<file path="src/sv/rcdm_pkg.sv">
// rcdm_pkg: shared types, constants and helper functions for the drive mixer
// used by every module of the rc differential drive mixer; no dependencies
package rcdm_pkg;

    localparam int unsigned MAX_SPEED_DEF = 255;

    // configuration port
    localparam int unsigned CFG_IDX_W  = 3;
    localparam int unsigned CFG_DATA_W = 12;

    localparam logic [CFG_IDX_W-1:0] CFG_CENTER     = CFG_IDX_W'(0);
    localparam logic [CFG_IDX_W-1:0] CFG_THR_DZ     = CFG_IDX_W'(1);
    localparam logic [CFG_IDX_W-1:0] CFG_STEER_DZ   = CFG_IDX_W'(2);
    localparam logic [CFG_IDX_W-1:0] CFG_TANK_R_DZ  = CFG_IDX_W'(3);
    localparam logic [CFG_IDX_W-1:0] CFG_KNOB_FLOOR = CFG_IDX_W'(4);
    localparam logic [CFG_IDX_W-1:0] CFG_TANK_MIN   = CFG_IDX_W'(5);
    localparam logic [CFG_IDX_W-1:0] CFG_MODE_THR   = CFG_IDX_W'(6);

    localparam logic [10:0] CENTER_RST     = 11'd1500;
    localparam logic [8:0]  THR_DZ_RST     = 9'd75;
    localparam logic [8:0]  STEER_DZ_RST   = 9'd30;
    localparam logic [8:0]  TANK_R_DZ_RST  = 9'd25;
    localparam logic [9:0]  KNOB_FLOOR_RST = 10'd200;
    localparam logic [7:0]  TANK_MIN_RST   = 8'd20;
    localparam logic [11:0] MODE_THR_RST   = 12'd1600;

    // datapath widths
    localparam int unsigned PULSE_W  = 12;
    localparam int unsigned DEV_W    = 12;
    localparam int unsigned K_W      = 10;
    localparam int unsigned RMUL_W   = 9;
    localparam int unsigned P_W      = 22;
    localparam int unsigned P_LO_W   = 19;
    localparam int unsigned X_W      = 30;
    localparam int unsigned RAT_X_W  = 23;
    localparam int unsigned MUL_B_W  = 17;
    localparam int unsigned PROD_W   = X_W + MUL_B_W;
    localparam int unsigned CMP_W    = 17;

    localparam logic [PULSE_W-1:0] KNOB_BASE = PULSE_W'(1000);
    localparam logic [K_W-1:0]     KNOB_FULL = K_W'(1000);
    localparam logic [RMUL_W-1:0]  FULL_DEFL = RMUL_W'(500);

    // deflection * knob at or above this saturates the speed
    localparam logic [P_W-1:0] SAT_LIMIT = P_W'(500000);

    // x / 500000 as (x >> 5) / 15625, x / 500 as (x >> 2) / 125, by reciprocal
    localparam int unsigned        SCL_PRE_SHIFT = 5;
    localparam int unsigned        SCL_REC_SHIFT = 30;
    localparam logic [MUL_B_W-1:0] SCL_RECIP     = MUL_B_W'(68719);
    localparam logic [MUL_B_W-1:0] SCL_DIV       = MUL_B_W'(15625);
    localparam int unsigned        RAT_PRE_SHIFT = 2;
    localparam int unsigned        RAT_REC_SHIFT = 23;
    localparam logic [MUL_B_W-1:0] RAT_RECIP     = MUL_B_W'(67108);
    localparam logic [MUL_B_W-1:0] RAT_DIV       = MUL_B_W'(125);

    localparam int unsigned QUEUE_DEPTH = 2;
    localparam int unsigned QPTR_W      = $clog2(QUEUE_DEPTH);
    localparam int unsigned QCNT_W      = $clog2(QUEUE_DEPTH + 1);

    typedef enum logic [1:0] {
        DIR_NONE = 2'd0,
        DIR_FWD  = 2'd1,
        DIR_BACK = 2'd2
    } dir_t;

    typedef struct packed {
        logic [10:0] center_pulse;
        logic [8:0]  throttle_deadzone;
        logic [8:0]  steer_deadzone;
        logic [8:0]  tank_right_deadzone;
        logic [9:0]  knob_floor;
        logic [7:0]  tank_min_speed;
        logic [11:0] mode_threshold;
    } cfg_t;

    // one classified frame
    typedef struct packed {
        logic              arcade;
        logic              fwd;
        logic              rev;
        logic              lft;
        logic              rgt;
        logic [K_W-1:0]    k;
        logic [DEV_W-1:0]  dev0;
        logic [DEV_W-1:0]  dev1;
        logic [RMUL_W-1:0] rmul;
        dir_t              tdir_l;
        dir_t              tdir_r;
    } q_entry_t;

    typedef struct packed {
        logic full;
        logic empty;
    } q_stat_t;

    // p < c - dz without going negative
    function automatic logic below_band(logic [PULSE_W-1:0] p, logic [10:0] c,
                                        logic [8:0] dz);
        return ({1'b0, p} + {4'b0, dz}) < {2'b0, c};
    endfunction

    function automatic logic above_band(logic [PULSE_W-1:0] p, logic [10:0] c,
                                        logic [8:0] dz);
        return {1'b0, p} > ({2'b0, c} + {4'b0, dz});
    endfunction

    function automatic logic [DEV_W-1:0] abs_dev(logic [PULSE_W-1:0] p,
                                                 logic [10:0] c);
        logic [PULSE_W-1:0] cw;
        cw = {1'b0, c};
        return (p >= cw) ? DEV_W'(p - cw) : DEV_W'(cw - p);
    endfunction

    function automatic dir_t side_dir(logic [PULSE_W-1:0] p, logic [10:0] c,
                                      logic [8:0] dz);
        dir_t d;
        if (below_band(p, c, dz))
            d = DIR_FWD;
        else if (above_band(p, c, dz))
            d = DIR_BACK;
        else
            d = DIR_NONE;
        return d;
    endfunction

endpackage

</file>
<file path="src/sv/rcdm_in_if.sv">
// rcdm_in_if: input channel carrying one radio frame per word
// standalone, no package dependencies
interface rcdm_in_if;
    logic        valid;
    logic        ready;
    logic [11:0] throttle_pulse;
    logic [11:0] steer_pulse;
    logic [11:0] right_throttle_pulse;
    logic [11:0] knob_pulse;
    logic [11:0] mode;

    modport source (
        output valid, throttle_pulse, steer_pulse, right_throttle_pulse, knob_pulse, mode,
        input  ready
    );
    modport sink (
        input  valid, throttle_pulse, steer_pulse, right_throttle_pulse, knob_pulse, mode,
        output ready
    );
endinterface

</file>
<file path="src/sv/rcdm_out_if.sv">
// rcdm_out_if: output channel carrying one motor command per word
// standalone, no package dependencies
interface rcdm_out_if;
    logic       valid;
    logic       ready;
    logic [1:0] right_dir;
    logic [7:0] right_speed;
    logic [1:0] left_dir;
    logic [7:0] left_speed;
    logic       motor_enable;

    modport source (
        output valid, right_dir, right_speed, left_dir, left_speed, motor_enable,
        input  ready
    );
    modport sink (
        input  valid, right_dir, right_speed, left_dir, left_speed, motor_enable,
        output ready
    );
endinterface

</file>
<file path="src/sv/rcdm_front.sv">
// rcdm_front: accepts frames and classifies them into queue entries
// depends on rcdm_pkg and rcdm_in_if
module rcdm_front (
    rcdm_in_if.sink            frame,
    input  rcdm_pkg::cfg_t     cfg,
    input  rcdm_pkg::q_stat_t  q_stat,
    output logic               q_push,
    output rcdm_pkg::q_entry_t q_entry
);
    import rcdm_pkg::*;

    logic [10:0]        c;
    logic [K_W-1:0]     floor_k;
    logic [PULSE_W-1:0] k_lo;
    logic [PULSE_W-1:0] k_hi;
    logic [K_W-1:0]     k;
    logic [DEV_W-1:0]   dev_thr;
    logic [DEV_W-1:0]   dev_str;
    logic [DEV_W-1:0]   dev_rthr;
    logic [DEV_W-1:0]   turn;
    logic               arcade;

    assign c = cfg.center_pulse;

    always_comb
    begin
        floor_k = (cfg.knob_floor > KNOB_FULL) ? KNOB_FULL : cfg.knob_floor;
        k_lo    = KNOB_BASE + PULSE_W'(floor_k);
        k_hi    = KNOB_BASE + PULSE_W'(KNOB_FULL);
        if (frame.knob_pulse < k_lo)
            k = floor_k;
        else if (frame.knob_pulse > k_hi)
            k = KNOB_FULL;
        else
            k = K_W'(frame.knob_pulse - KNOB_BASE);
    end

    assign dev_thr  = abs_dev(frame.throttle_pulse, c);
    assign dev_str  = abs_dev(frame.steer_pulse, c);
    assign dev_rthr = abs_dev(frame.right_throttle_pulse, c);
    // steering inside its dead band counts as no turn
    assign turn     = (dev_str < DEV_W'(cfg.steer_deadzone)) ? '0 : dev_str;
    assign arcade   = frame.mode <= cfg.mode_threshold;

    always_comb
    begin
        q_entry.arcade = arcade;
        q_entry.fwd    = below_band(frame.throttle_pulse, c, cfg.throttle_deadzone);
        q_entry.rev    = above_band(frame.throttle_pulse, c, cfg.throttle_deadzone);
        q_entry.lft    = below_band(frame.steer_pulse, c, cfg.steer_deadzone);
        q_entry.rgt    = above_band(frame.steer_pulse, c, cfg.steer_deadzone);
        q_entry.k      = k;
        q_entry.dev0   = dev_thr;
        q_entry.dev1   = arcade ? turn : dev_rthr;
        q_entry.rmul   = (turn >= DEV_W'(FULL_DEFL)) ? '0
                                                     : RMUL_W'(DEV_W'(FULL_DEFL) - turn);
        q_entry.tdir_l = side_dir(frame.throttle_pulse, c, cfg.throttle_deadzone);
        q_entry.tdir_r = side_dir(frame.right_throttle_pulse, c, cfg.tank_right_deadzone);
    end

    assign frame.ready = !q_stat.full;
    assign q_push      = frame.valid && !q_stat.full;

endmodule

</file>
<file path="src/sv/rcdm_queue.sv">
// rcdm_queue: short queue of classified frames between front and back
// depends on rcdm_pkg
module rcdm_queue (
    input  logic               clk,
    input  logic               rst_n,
    input  logic               push,
    input  rcdm_pkg::q_entry_t wr_data,
    input  logic               pop,
    output rcdm_pkg::q_entry_t rd_data,
    output rcdm_pkg::q_stat_t  stat
);
    import rcdm_pkg::*;

    q_entry_t          entries_reg [QUEUE_DEPTH];
    logic [QPTR_W-1:0] wr_ptr_reg;
    logic [QPTR_W-1:0] rd_ptr_reg;
    logic [QCNT_W-1:0] count_reg;
    logic              do_push;
    logic              do_pop;

    assign stat.full  = count_reg == QCNT_W'(QUEUE_DEPTH);
    assign stat.empty = count_reg == '0;
    assign do_push    = push && !stat.full;
    assign do_pop     = pop && !stat.empty;
    assign rd_data    = entries_reg[rd_ptr_reg];

    always_ff @(posedge clk or negedge rst_n)
    begin
        if (!rst_n)
        begin
            wr_ptr_reg <= '0;
            rd_ptr_reg <= '0;
            count_reg  <= '0;
        end
        else
        begin
            if (do_push)
                wr_ptr_reg <= (wr_ptr_reg == QPTR_W'(QUEUE_DEPTH - 1)) ? '0 : wr_ptr_reg + 1'b1;
            if (do_pop)
                rd_ptr_reg <= (rd_ptr_reg == QPTR_W'(QUEUE_DEPTH - 1)) ? '0 : rd_ptr_reg + 1'b1;
            if (do_push && !do_pop)
                count_reg <= count_reg + 1'b1;
            else if (do_pop && !do_push)
                count_reg <= count_reg - 1'b1;
        end
    end

    always_ff @(posedge clk)
    begin
        if (do_push)
            entries_reg[wr_ptr_reg] <= wr_data;
    end

endmodule

</file>
<file path="src/sv/rcdm_back.sv">
// rcdm_back: sequencer with one shared multiplier that scales speeds, applies
// the turn ratio and issues changed motor commands; depends on rcdm_pkg, rcdm_out_if
module rcdm_back #(
    parameter int unsigned MAX_SPEED = rcdm_pkg::MAX_SPEED_DEF
) (
    input  logic               clk,
    input  logic               rst_n,
    input  rcdm_pkg::cfg_t     cfg,
    input  rcdm_pkg::q_stat_t  q_stat,
    input  rcdm_pkg::q_entry_t q_entry,
    output logic               q_pop,
    rcdm_out_if.source         cmd
);
    import rcdm_pkg::*;

    localparam int unsigned          SPD_W   = $clog2(MAX_SPEED + 1);
    localparam logic [SPD_W-1:0]     MAX_SPD = SPD_W'(MAX_SPEED);
    localparam logic [MUL_B_W-1:0]   MAX_MUL = MUL_B_W'(MAX_SPEED);

    typedef enum logic [2:0] {
        B_IDLE,
        B_MK,
        B_MMAX,
        B_REC,
        B_CHK,
        B_FIX,
        B_RMUL,
        B_CMP
    } state_t;

    typedef enum logic [1:0] {
        PH_L0,
        PH_L1,
        PH_RAT
    } phase_t;

    state_t            state_reg;
    phase_t            phase_reg;
    q_entry_t          ent_reg;
    logic [PROD_W-1:0] prod_reg;
    logic [PROD_W-1:0] prod_next;
    logic [X_W-1:0]    x_reg;
    logic [SPD_W-1:0]  q_reg;
    logic              sat_reg;
    logic [SPD_W-1:0]  spd0_reg;
    logic [SPD_W-1:0]  spd1_reg;
    logic [SPD_W-1:0]  rspd_reg;

    logic [1:0]        prev_rdir_reg;
    logic [7:0]        prev_rspd_reg;
    logic [1:0]        prev_ldir_reg;
    logic [7:0]        prev_lspd_reg;

    logic              out_valid_reg;
    logic [1:0]        out_rdir_reg;
    logic [7:0]        out_rspd_reg;
    logic [1:0]        out_ldir_reg;
    logic [7:0]        out_lspd_reg;
    logic              out_en_reg;

    logic              rat;
    logic [X_W-1:0]    mul_a;
    logic [MUL_B_W-1:0] mul_b;
    logic [X_W-1:0]    x_sel;
    logic [SPD_W-1:0]  q_est;
    logic [MUL_B_W-1:0] div_sel;
    logic [X_W-1:0]    rem;
    logic [SPD_W-1:0]  q_fix;
    logic [SPD_W-1:0]  lane_res;
    logic              need_ratio;

    dir_t              a_dir;
    dir_t              b_dir;
    logic [SPD_W-1:0]  a_spd;
    logic [SPD_W-1:0]  b_spd;
    logic              go;
    logic              l_go;
    logic              r_go;
    logic [7:0]        a_spd8;
    logic [7:0]        b_spd8;
    logic              changed;
    logic              out_free;
    logic              out_load;

    assign rat     = phase_reg == PH_RAT;
    assign x_sel   = rat ? X_W'(prod_reg[RAT_PRE_SHIFT +: RAT_X_W])
                         : prod_reg[SCL_PRE_SHIFT +: X_W];
    assign q_est   = rat ? prod_reg[RAT_REC_SHIFT +: SPD_W] : prod_reg[SCL_REC_SHIFT +: SPD_W];
    assign div_sel = rat ? RAT_DIV : SCL_DIV;
    // reciprocal estimate is low by at most one
    assign rem     = x_reg - prod_reg[X_W-1:0];
    assign q_fix   = q_reg + SPD_W'(rem >= X_W'(div_sel));
    assign lane_res = sat_reg ? MAX_SPD : q_fix;

    assign need_ratio = ent_reg.arcade && (ent_reg.fwd || ent_reg.rev)
                        && (ent_reg.lft || ent_reg.rgt);

    always_comb
    begin
        case (state_reg)
            B_MK:
            begin
                mul_a = X_W'((phase_reg == PH_L0) ? ent_reg.dev0 : ent_reg.dev1);
                mul_b = MUL_B_W'(ent_reg.k);
            end
            B_MMAX:
            begin
                mul_a = X_W'(prod_reg[P_LO_W-1:0]);
                mul_b = MAX_MUL;
            end
            B_REC:
            begin
                mul_a = x_sel;
                mul_b = rat ? RAT_RECIP : SCL_RECIP;
            end
            B_CHK:
            begin
                mul_a = X_W'(q_est);
                mul_b = div_sel;
            end
            B_RMUL:
            begin
                mul_a = X_W'(spd0_reg);
                mul_b = MUL_B_W'(ent_reg.rmul);
            end
            default:
            begin
                mul_a = '0;
                mul_b = '0;
            end
        endcase
        prod_next = PROD_W'(mul_a) * PROD_W'(mul_b);
    end

    // assemble the command from the lane results
    always_comb
    begin
        a_dir = DIR_NONE;
        b_dir = DIR_NONE;
        a_spd = '0;
        b_spd = '0;
        l_go  = CMP_W'(spd0_reg) > CMP_W'(cfg.tank_min_speed);
        r_go  = CMP_W'(spd1_reg) > CMP_W'(cfg.tank_min_speed);
        if (ent_reg.arcade)
        begin
            go = ent_reg.fwd || ent_reg.rev || ent_reg.lft || ent_reg.rgt;
            if (go)
            begin
                if (!(ent_reg.fwd || ent_reg.rev))
                begin
                    // spin in place
                    a_spd = spd1_reg;
                    b_spd = spd1_reg;
                    a_dir = ent_reg.lft ? DIR_FWD : DIR_BACK;
                    b_dir = ent_reg.lft ? DIR_BACK : DIR_FWD;
                end
                else
                begin
                    a_dir = ent_reg.fwd ? DIR_FWD : DIR_BACK;
                    b_dir = a_dir;
                    a_spd = ent_reg.rgt ? rspd_reg : spd0_reg;
                    b_spd = (!ent_reg.rgt && ent_reg.lft) ? rspd_reg : spd0_reg;
                end
            end
        end
        else
        begin
            go = l_go || r_go;
            if (l_go)
            begin
                b_dir = ent_reg.tdir_l;
                b_spd = spd0_reg;
            end
            if (r_go)
            begin
                a_dir = ent_reg.tdir_r;
                a_spd = spd1_reg;
            end
        end
        a_spd8  = 8'(a_spd);
        b_spd8  = 8'(b_spd);
        changed = (a_dir != prev_rdir_reg) || (a_spd8 != prev_rspd_reg)
                  || (b_dir != prev_ldir_reg) || (b_spd8 != prev_lspd_reg);
    end

    assign out_free = !out_valid_reg || cmd.ready;
    assign out_load = (state_reg == B_CMP) && changed && out_free;
    assign q_pop    = (state_reg == B_IDLE) && !q_stat.empty;

    always_ff @(posedge clk or negedge rst_n)
    begin
        if (!rst_n)
        begin
            state_reg     <= B_IDLE;
            phase_reg     <= PH_L0;
            ent_reg       <= '0;
            prod_reg      <= '0;
            x_reg         <= '0;
            q_reg         <= '0;
            sat_reg       <= 1'b0;
            spd0_reg      <= '0;
            spd1_reg      <= '0;
            rspd_reg      <= '0;
            prev_rdir_reg <= DIR_NONE;
            prev_rspd_reg <= '0;
            prev_ldir_reg <= DIR_NONE;
            prev_lspd_reg <= '0;
            out_valid_reg <= 1'b0;
            out_rdir_reg  <= DIR_NONE;
            out_rspd_reg  <= '0;
            out_ldir_reg  <= DIR_NONE;
            out_lspd_reg  <= '0;
            out_en_reg    <= 1'b0;
        end
        else
        begin
            prod_reg <= prod_next;
            if (out_load)
                out_valid_reg <= 1'b1;
            else if (cmd.ready)
                out_valid_reg <= 1'b0;
            case (state_reg)
                B_IDLE:
                begin
                    if (!q_stat.empty)
                    begin
                        ent_reg   <= q_entry;
                        phase_reg <= PH_L0;
                        state_reg <= B_MK;
                    end
                end
                B_MK:
                begin
                    state_reg <= B_MMAX;
                end
                B_MMAX:
                begin
                    sat_reg   <= prod_reg[P_W-1:0] >= SAT_LIMIT;
                    state_reg <= B_REC;
                end
                B_REC:
                begin
                    x_reg     <= x_sel;
                    state_reg <= B_CHK;
                end
                B_CHK:
                begin
                    q_reg     <= q_est;
                    state_reg <= B_FIX;
                end
                B_FIX:
                begin
                    case (phase_reg)
                        PH_L0:
                        begin
                            spd0_reg  <= lane_res;
                            phase_reg <= PH_L1;
                            state_reg <= B_MK;
                        end
                        PH_L1:
                        begin
                            spd1_reg <= lane_res;
                            if (need_ratio)
                            begin
                                phase_reg <= PH_RAT;
                                state_reg <= B_RMUL;
                            end
                            else
                                state_reg <= B_CMP;
                        end
                        default:
                        begin
                            rspd_reg  <= q_fix;
                            state_reg <= B_CMP;
                        end
                    endcase
                end
                B_RMUL:
                begin
                    state_reg <= B_REC;
                end
                B_CMP:
                begin
                    if (!changed)
                        state_reg <= B_IDLE;
                    else if (out_free)
                    begin
                        prev_rdir_reg <= a_dir;
                        prev_rspd_reg <= a_spd8;
                        prev_ldir_reg <= b_dir;
                        prev_lspd_reg <= b_spd8;
                        out_rdir_reg  <= a_dir;
                        out_rspd_reg  <= a_spd8;
                        out_ldir_reg  <= b_dir;
                        out_lspd_reg  <= b_spd8;
                        out_en_reg    <= go;
                        state_reg     <= B_IDLE;
                    end
                end
                default:
                begin
                    state_reg <= B_IDLE;
                end
            endcase
        end
    end

    assign cmd.valid        = out_valid_reg;
    assign cmd.right_dir    = out_rdir_reg;
    assign cmd.right_speed  = out_rspd_reg;
    assign cmd.left_dir     = out_ldir_reg;
    assign cmd.left_speed   = out_lspd_reg;
    assign cmd.motor_enable = out_en_reg;

endmodule

</file>
<file path="src/sv/rc_differential_drive_mixer_core.sv">
// Differential drive mixer top level: configuration registers, front, queue, back
// depends on rcdm_pkg, rcdm_in_if, rcdm_out_if, rcdm_front, rcdm_queue, rcdm_back

// Mixes each radio frame (throttle, steer, right throttle, knob, mode) into a
// two-motor command, arcade or tank by the mode pulse, scaled by the knob and
// saturated at MAX_SPEED. A command word leaves only when a direction or speed
// differs from the last one sent. Frames are classified on entry and held in a
// two-deep queue, so up to two frames are taken while the mixer is busy. The
// mixing sequencer runs every multiply through one shared multiplier: each lane
// steps through MK, MMAX, REC, CHK and FIX, a proportional turn ratio adds RMUL,
// REC, CHK and FIX, and the output word may wait on ready. Configuration writes
// take effect at once and belong in idle time.
module rc_differential_drive_mixer_core #(
    parameter int unsigned MAX_SPEED = rcdm_pkg::MAX_SPEED_DEF
) (
    input  logic                            clk,
    input  logic                            rst_n,
    input  logic                            cfg_we,
    input  logic [rcdm_pkg::CFG_IDX_W-1:0]  cfg_index,
    input  logic [rcdm_pkg::CFG_DATA_W-1:0] cfg_data,
    rcdm_in_if.sink                         frame,
    rcdm_out_if.source                      cmd
);
    import rcdm_pkg::*;

    cfg_t     cfg_reg;
    logic     q_push;
    logic     q_pop;
    q_entry_t q_wr_data;
    q_entry_t q_rd_data;
    q_stat_t  q_stat;

    always_ff @(posedge clk or negedge rst_n)
    begin
        if (!rst_n)
        begin
            cfg_reg.center_pulse        <= CENTER_RST;
            cfg_reg.throttle_deadzone   <= THR_DZ_RST;
            cfg_reg.steer_deadzone      <= STEER_DZ_RST;
            cfg_reg.tank_right_deadzone <= TANK_R_DZ_RST;
            cfg_reg.knob_floor          <= KNOB_FLOOR_RST;
            cfg_reg.tank_min_speed      <= TANK_MIN_RST;
            cfg_reg.mode_threshold      <= MODE_THR_RST;
        end
        else if (cfg_we)
        begin
            case (cfg_index)
                CFG_CENTER:     cfg_reg.center_pulse        <= 11'(cfg_data);
                CFG_THR_DZ:     cfg_reg.throttle_deadzone   <= 9'(cfg_data);
                CFG_STEER_DZ:   cfg_reg.steer_deadzone      <= 9'(cfg_data);
                CFG_TANK_R_DZ:  cfg_reg.tank_right_deadzone <= 9'(cfg_data);
                CFG_KNOB_FLOOR: cfg_reg.knob_floor          <= 10'(cfg_data);
                CFG_TANK_MIN:   cfg_reg.tank_min_speed      <= 8'(cfg_data);
                CFG_MODE_THR:   cfg_reg.mode_threshold      <= 12'(cfg_data);
                default:        ;
            endcase
        end
    end

    rcdm_front u_front (
        .frame   (frame),
        .cfg     (cfg_reg),
        .q_stat  (q_stat),
        .q_push  (q_push),
        .q_entry (q_wr_data)
    );

    rcdm_queue u_queue (
        .clk     (clk),
        .rst_n   (rst_n),
        .push    (q_push),
        .wr_data (q_wr_data),
        .pop     (q_pop),
        .rd_data (q_rd_data),
        .stat    (q_stat)
    );

    rcdm_back #(
        .MAX_SPEED (MAX_SPEED)
    ) u_back (
        .clk     (clk),
        .rst_n   (rst_n),
        .cfg     (cfg_reg),
        .q_stat  (q_stat),
        .q_entry (q_rd_data),
        .q_pop   (q_pop),
        .cmd     (cmd)
    );

`ifndef SYNTHESIS
    // the mixer only pops a queue that holds a frame
    a_pop_not_empty: assert property (@(posedge clk) disable iff (!rst_n)
        q_pop |-> !q_stat.empty)
        else $error("queue popped while empty");

    // a full queue must hold off the input side
    a_full_stalls: assert property (@(posedge clk) disable iff (!rst_n)
        q_stat.full |-> !frame.ready)
        else $error("frame channel ready while queue full");

    // a stop word carries no direction and no speed
    a_stop_is_zero: assert property (@(posedge clk) disable iff (!rst_n)
        (cmd.valid && !cmd.motor_enable) |->
            (cmd.right_dir == DIR_NONE && cmd.left_dir == DIR_NONE
             && cmd.right_speed == 8'd0 && cmd.left_speed == 8'd0))
        else $error("stop word with nonzero fields");
`endif

endmodule
</file>
<file path="src/flat_wrapper.sv">
// flat-port wrapper written by rule: the top's interface ports become plain ports
module rc_differential_drive_mixer_core_flat import rcdm_pkg::*;
#(
    parameter int unsigned MAX_SPEED = rcdm_pkg::MAX_SPEED_DEF
)
  (clk, rst_n, cfg_we, cfg_index, cfg_data, frame_valid, frame_throttle_pulse, frame_steer_pulse, frame_right_throttle_pulse, frame_knob_pulse, frame_mode, frame_ready, cmd_valid, cmd_right_dir, cmd_right_speed, cmd_left_dir, cmd_left_speed, cmd_motor_enable, cmd_ready);
  rcdm_in_if frame_i ();
  rcdm_out_if cmd_i ();
  input  logic clk;
  input  logic rst_n;
  input  logic cfg_we;
  input  logic [rcdm_pkg::CFG_IDX_W-1:0] cfg_index;
  input  logic [rcdm_pkg::CFG_DATA_W-1:0] cfg_data;
  input wire logic [$bits(frame_i.valid)-1:0] frame_valid;
  input wire logic [$bits(frame_i.throttle_pulse)-1:0] frame_throttle_pulse;
  input wire logic [$bits(frame_i.steer_pulse)-1:0] frame_steer_pulse;
  input wire logic [$bits(frame_i.right_throttle_pulse)-1:0] frame_right_throttle_pulse;
  input wire logic [$bits(frame_i.knob_pulse)-1:0] frame_knob_pulse;
  input wire logic [$bits(frame_i.mode)-1:0] frame_mode;
  output wire logic [$bits(frame_i.ready)-1:0] frame_ready;
  output wire logic [$bits(cmd_i.valid)-1:0] cmd_valid;
  output wire logic [$bits(cmd_i.right_dir)-1:0] cmd_right_dir;
  output wire logic [$bits(cmd_i.right_speed)-1:0] cmd_right_speed;
  output wire logic [$bits(cmd_i.left_dir)-1:0] cmd_left_dir;
  output wire logic [$bits(cmd_i.left_speed)-1:0] cmd_left_speed;
  output wire logic [$bits(cmd_i.motor_enable)-1:0] cmd_motor_enable;
  input wire logic [$bits(cmd_i.ready)-1:0] cmd_ready;
  assign frame_i.valid = frame_valid;
  assign frame_i.throttle_pulse = frame_throttle_pulse;
  assign frame_i.steer_pulse = frame_steer_pulse;
  assign frame_i.right_throttle_pulse = frame_right_throttle_pulse;
  assign frame_i.knob_pulse = frame_knob_pulse;
  assign frame_i.mode = frame_mode;
  assign frame_ready = frame_i.ready;
  assign cmd_valid = cmd_i.valid;
  assign cmd_right_dir = cmd_i.right_dir;
  assign cmd_right_speed = cmd_i.right_speed;
  assign cmd_left_dir = cmd_i.left_dir;
  assign cmd_left_speed = cmd_i.left_speed;
  assign cmd_motor_enable = cmd_i.motor_enable;
  assign cmd_i.ready = cmd_ready;
  rc_differential_drive_mixer_core #(.MAX_SPEED(MAX_SPEED)) u_core (.clk(clk), .rst_n(rst_n), .cfg_we(cfg_we), .cfg_index(cfg_index), .cfg_data(cfg_data), .frame(frame_i), .cmd(cmd_i));
endmodule
</file>
<file path="config.mk">
export PLATFORM = sky130hd
export DESIGN_NAME = rc_differential_drive_mixer_core_flat
export DESIGN_NICKNAME = d
export VERILOG_FILES = /design/src/sv/rcdm_pkg.sv /design/src/sv/rcdm_in_if.sv /design/src/sv/rcdm_out_if.sv /design/src/sv/rcdm_front.sv /design/src/sv/rcdm_queue.sv /design/src/sv/rcdm_back.sv /design/src/sv/rc_differential_drive_mixer_core.sv /design/src/flat_wrapper.sv
export SDC_FILE = /design/constraint.sdc
export NUM_CORES = 2
export LEC_CHECK = 0
export BUFFER_PORTS_ARGS = -buffer_cell sky130_fd_sc_hd__buf_2
export CORE_MARGIN = 1
export CORE_UTILIZATION = 55
export CTS_CLUSTER_SIZE = 20
export DETAILED_ROUTE_END_ITERATION = 10
export GPL_TIMING_DRIVEN = 0
export PLACE_DENSITY = 0.73
export SLEW_MARGIN = 20
export SYNTH_ARGS = -nofsm -noshare
export SYNTH_HDL_FRONTEND = slang
export SYNTH_HIERARCHICAL = 1
export SYNTH_SLANG_ARGS = --single-unit
export TNS_END_PERCENT = 50
</file>
<file path="constraint.sdc">
create_clock -name clk -period 7.7 [get_ports clk]
set_input_delay 0 -clock clk [delete_from_list [all_inputs] [get_ports clk]]
set_output_delay 0 -clock clk [all_outputs]
set_load 0.01 [all_outputs]
</file>
Word level (Yosys, flattened, before mapping)

Memory sizes are Yosys's and may differ from the RTL's. A register that Yosys moved wholly into a read port is not among the register bits.
Index checks and enable logic that the tools add are counted.

Memories kept: 1
Bits in writable memories: 104
Word-level logic and storage cells: 204
Register bits after elaboration: 200
Output and inout port bits: 23

Memory list:

| name                       | depth | width | read ports | clocked after Yosys merged registers in | wr ports | line             | text |
|---|---|---|---|---|---|---|---|
| u_core.u_queue.entries_reg | 2     | 52    | 1          | 1                                       | 1        | rcdm_queue.sv:14 | `q_entry_t entries_reg [QUEUE_DEPTH];` |

Reduce and logical (&&, ||, !) cells: 50
Add/sub/neg operators: 21
Order comparisons: 19
Multiplexer cells: 61
Multiply operators: 1
Bitwise gates (word level): 2
Eq/ne operators: 24

Operators by type and width:

| cell                   | number |
|---|---|
| $pmux W30 S5           | 1 |
| $mux W8                | 12 |
| $pmux W17 S5           | 1 |
| $mux W12               | 7 |
| $add A12 B9 Y13        | 3 |
| $lt A13 B11 Y1         | 3 |
| $mul A30 B17 Y38       | 1 |
| $mux W2                | 19 |
| $add A11 B9 Y12        | 3 |
| $ge A12 B11 Y1         | 3 |
| $gt A12 B12 Y1         | 3 |
| $sub A11 B12 Y12       | 3 |
| $sub A12 B11 Y12       | 3 |
| $ge A30 B14 Y1         | 1 |
| $mux W10               | 3 |
| $mux W30               | 1 |
| $sub A30 B30 Y30       | 1 |
| $reduce_and A2 Y1      | 12 |
| $ge A22 B19 Y1 const B | 1 |
| $eq A3 B3 Y1 const B   | 7 |
| $pmux W3 S7            | 1 |
| $gt A8 B8 Y1           | 2 |
| $ne A8 B8 Y1           | 2 |
| $mux W14               | 1 |
| 35 further kinds       | 84 |

Logic depth before layout (Yosys ltp)

Depth after elaboration: 12
Mapped depth: 34
Mapped depth without buffers: 32

By module

Netlist, hierarchy kept.

By module, submodules not included:

| module                           | cells each | times used | seq. area each (um^2) | area each (um^2) |
|---|---|---|---|---|
| rcdm_back                        | 2650       | 1          | 4504.3                | 23273.6 |
| rcdm_front                       | 1054       | 1          | 0.0                   | 8145.3 |
| rcdm_queue                       | 181        | 1          | 3223.1                | 4200.3 |
| rc_differential_drive_mixer_core | 148        | 1          | 1734.2                | 2623.8 |

Least setup slack after synthesis

OpenSTA, ideal clock, no wires.

Kind: flip-flop to flip-flop
Start point: register u_core.u_back.phase_reg[0]
End point: register u_core.u_back.prod_reg[37]
Clock period less this slack: 7.672 ns
Setup time: 0.080 ns
Stages on the path, launching flop included: 31
Path slack: 0.028 ns
Data required time: 7.620 ns
Arrival time: 7.592 ns
Cell sequence: dfrtp_1 -> nand2b_1 -> clkinv_1 -> clkbuf_1 -> clkbuf_1 -> buf_1 -> nand2_1 -> nor2_1 -> a21oi_1 -> o211ai_1 -> inv_1 -> nor2_1 -> fa_1 -> inv_1 -> fa_1 -> fa_1 -> fa_1 -> inv_1 -> fa_1 -> fa_1 -> ha_1 -> a21o_1 -> a31oi_1 -> o21ai_0 -> a21oi_1 -> a211oi_1 -> a41oi_1 -> nand3_1 -> a31o_2 -> a21oi_1 -> xnor2_1

Longest elaborated chain between the ends: 4
Elaborated cells on any way between the ends: 10

RTL lines:

| what                                             | line                              | text |
|---|---|---|
| start: declaration                               | rcdm_back.sv:38                   | `phase_t phase_reg;` |
| start signal: assignment                         | rcdm_back.sv:195                  | `phase_reg <= PH_L0;` |
| start signal: assignment                         | rcdm_back.sv:228                  | `phase_reg <= PH_L0;` |
| start signal: assignment                         | rcdm_back.sv:257                  | `phase_reg <= PH_L1;` |
| $eq A2 B2 Y1 or $logic_not A2 Y1 (tied branches) | rcdm_back.sv:85, rcdm_back.sv:103 |  |
| $mux W8 (tied with other cells)                  | rcdm_back.sv:88                   | `assign q_est = rat ? prod_reg[RAT_REC_SHIFT +: SPD_W] : prod_reg[SCL_REC_SHIFT +: SPD_W];` |
| $pmux W30 S5 or $pmux W17 S5 (tied branches)     | rcdm_back.sv:100                  | `case (state_reg)` |
| $mul A30 B17 Y38 (*)                             | rcdm_back.sv:132                  | `prod_next = PROD_W'(mul_a) * PROD_W'(mul_b);` |
| net u_core.u_back.prod_next[37]                  | rcdm_back.sv:41                   | `logic [PROD_W-1:0] prod_next;` |
| end signal: assignment                           | rcdm_back.sv:217                  | `prod_reg <= prod_next;` |
| end: declaration                                 | rcdm_back.sv:40                   | `logic [PROD_W-1:0] prod_reg;` |

Mark *: on every way through the listed nets, which the timed path passes. The rest lies on a longest branch.
A chain may end at the register's enable or synchronous reset.

Final worst setup path

Start point: register u_core.u_back.state_reg[1]
End point: register u_core.u_back.prod_reg[37]

Longest elaborated chain between the ends: 3
Elaborated cells on any way between the ends: 8

RTL lines:

| what                                         | line             | text |
|---|---|---|
| start: declaration                           | rcdm_back.sv:37  | `state_t state_reg;` |
| start signal: assignment                     | rcdm_back.sv:194 | `state_reg <= B_IDLE;` |
| start signal: assignment                     | rcdm_back.sv:229 | `state_reg <= B_MK;` |
| start signal: assignment                     | rcdm_back.sv:234 | `state_reg <= B_MMAX;` |
| $eq A3 B3 Y1 (tied with other cells)         | rcdm_back.sv:100 |  |
| $pmux W30 S5 or $pmux W17 S5 (tied branches) | rcdm_back.sv:100 |  |
| $mul A30 B17 Y38 (*)                         | rcdm_back.sv:132 |  |
| net u_core.u_back.prod_next[37]              | rcdm_back.sv:41  |  |

Marked as above.

==> metrics.txt <==
CP Class=flip-flop to flip-flop; post-synth top area share=18.5%; Yosys cell types=103; WL final=110 mm; total clock sinks=356; Detailed Routing Iterations Pass 1=6; fin util=63.9%; Ports=103; slew of the pin with the lowest slew margin=1.20 ns; leading area contributor after synthesis=fa_1; Worst Setup End Kind=flip-flop; DR iter-0 viols=2695; Syn Inst Count=4033; CTS tree=done; Mapped Area=0.0382 sq mm; top-count cell post-synth=inv_1; slowest CP cell=fa_1; fin crit period=7.51 ns; row count=96; critical path launch point type=flip-flop; DP Wirelength=86.4 mm; number of synthesis warnings=6; Worst-Skew Late Latency=0.60 ns; clock-pin slew on the worst setup and hold paths=0.06 ns; Port-buffer cells=102; n_diodes=0; Max-Cap Viols=0; Longest Clk Path Bufs=3; first-pass GRT wire length=173 mm; Layout area overhead=14.7%; Hold/Removal Path Class=input port to flip-flop; Slew Limit Fails=0; synthesis-stage register bit count=356; Num CTS Buffers=44; initial antenna violation count=4; Clock Skew=0.0310 ns; Remaining DRCs=0; period utilization=97.5%; Nets=5156; GR Overflow Total=0; CTS root buffer=clkbuf_16; Crit Path Max Fanout=7; proportion of layout cells with a drive suffix above 1=16.7%; GRT Total Usage=31.7%; Post-synth top cells=741 x inv_1, 380 x nand2_1, 374 x ha_1; core box area=0.0687 sq mm; Post-synth ARST share=70.8%; vias in the first global route=31000; Final Hold Violating Endpoints=0; DIE HEIGHT=266 um; cell mode on critical path=fa_1; via count=30500; initial core utilization=55.7%; Largest register FFs=104; setup violators final=0; H-tree levels=2; prevailing post-synth register cell=dfrtp_1; global placer's final weighted congestion=0.980; Seq/Total Area, Yosys=24.7%; Synth area leaders=fa_1 19%, dfrtp_1 15%, ha_1 12%; Die X=266 um; antenna-violating nets left=0; wire per inst=20.7 um; relative slew slack=19.2%; die area=0.0706 sq mm; worst path required time=8.21 ns; vias per cell=5.74; critical path arrival=8.02 ns; EDFF count, synth=104; Mapped Avg Cell Area=9.48 sq um; Slowest Stage Delay on Critical Path=0.52 ns; largest net degree at the start of global routing=97; status=finished clean; Peak Freq=0.133 GHz; RSZ-0062 raised after global routing=yes
[worst paths after layout]
kind                                            start                           endpoint  slack [ns]  cells after the start
max                        u_core/u_back/state_reg[1]         u_core/u_back/prod_reg[37]        0.19                     29
min                           frame_throttle_pulse[1]  u_core/u_queue/entries_reg[0][26]        0.03                      3
max reg2reg                u_core/u_back/state_reg[1]         u_core/u_back/prod_reg[37]        0.19                     29
min reg2reg                    u_core/u_back/x_reg[0]             u_core/u_back/x_reg[0]        0.48                      1
max in group asynchronous                       rst_n         u_core/u_back/prod_reg[22]        6.93                      4
min in group asynchronous                       rst_n                 u_core/cfg_reg[59]        0.06                      2
[area by class of cell]
class,instances,area [sq um]
Multi-Input combinational cell,2895,26600
Timing Repair Buffer,201,1470
Inverter,748,2840
Buffer,102,732
Sequential cell,356,9470
Clock buffer,58,1240
Tap cell,931,1160
Fill cell,5644,24800
Clock inverter,24,358
[critical path: cells and delay by family, from the launching register on]
| kind | cells | cell delay, ns |
|---|---|---|
| simple gates | 5 | 0.92 |
| fa+ha+maj | 7 | 3.34 |
| xor+xnor | 1 | 0.13 |
| flops | 1 | 0.44 |
| buf+inv | 6 | 0.44 |
| compound gates | 10 | 2.12 |
[kinds of logic (layout without fill, tap and decap cells)]
group                      count (synthesis)  after routing  share of synthesized area (%)
AOI/OAI and AO/OA                        752            752                           12.9
xor gates and xnor gates                 163            163                           3.75
buffers and inverters                    857           1133                           8.85
adders and majority gates                728            728                           30.8
and+or+nand+nor                          934            934                           11.5
muxes                                    241            241                           7.47
other                                      2             77                         0.0196
DFF                                      356            356                           24.7
[repair_timing]
| item | CTS | global route |
|---|---|---|
| hold buffers | 32 | 0 |
| setup endpoints to repair | 27 | 17 |
| pin swaps | 20 | 54 |
| endpoints found under the hold margin | 285 | 0 |
| cloned | 0 | 0 |
| gates resized for setup | 172 | 140 |
| setup buffers | 28 | 33 |
[through the flow]
step                      cell area (sq um)  hold WS (ns)  setup slack [ns]  std cells  setup TNS [ns]
final                                 43900        0.0309             0.193       5315               0
after global placement                40200         0.233             -2.71       5141          -41.73
after floorplan                       38500        -0.296            0.0285       4108               0
after CTS                             43100        0.0173          -0.00623       5284        -0.00623
after detailed placement              40400       -0.0535             -2.69       5147          -41.27
after global routing                  43900        0.0494           -0.0725       5315          -0.201
[placed cells by master, fill, tap and decap left out, types with 19 or more instances in the layout]
| master | n |
|---|---|
| a21o_1 | 86 |
| nand3_1 | 52 |
| mux2i_1 | 41 |
| conb_1 | 77 |
| o211ai_1 | 19 |
| o21bai_1 | 32 |
| nand4_1 | 20 |
| nor2_1 | 161 |
| clkbuf_16 | 46 |
| dlygate4sd3_1 | 31 |
| xor2_1 | 40 |
| or2_2 | 19 |
| inv_1 | 731 |
| clkbuf_1 | 44 |
| nor2b_1 | 38 |
| and3_1 | 23 |
| mux2_2 | 136 |
| edfxtp_1 | 104 |
| xnor2_1 | 120 |
| a211oi_1 | 22 |
| ha_1 | 364 |
| fa_1 | 351 |
| nor3_1 | 31 |
| dfrtp_1 | 222 |
| buf_2 | 118 |
| nand2b_1 | 46 |
| nand2_1 | 361 |
| o21ai_0 | 112 |
| dfstp_2 | 26 |
| and2_1 | 32 |
| buf_4 | 68 |
| a31oi_1 | 29 |
| o21a_1 | 26 |
| a21oi_1 | 203 |
| mux2_4 | 53 |
[routing by layer]
layer | wire length (um) | global-route usage, % | share of wire [%] | up-vias
li1 | - | - | - | 14000
met1 | 45800 | 41.6 | 42 | 15000
met2 | 51600 | 52.5 | 47 | 1180
met3 | 7340 | 4.49 | 6.7 | 307
met4 | 5490 | 13.8 | 5.0 | 2
met5 | 14 | 0 | 0.013 | -
Power is not shown: default switching activity piles up to over one toggle a cycle in this logic, so the estimate is an artifact.
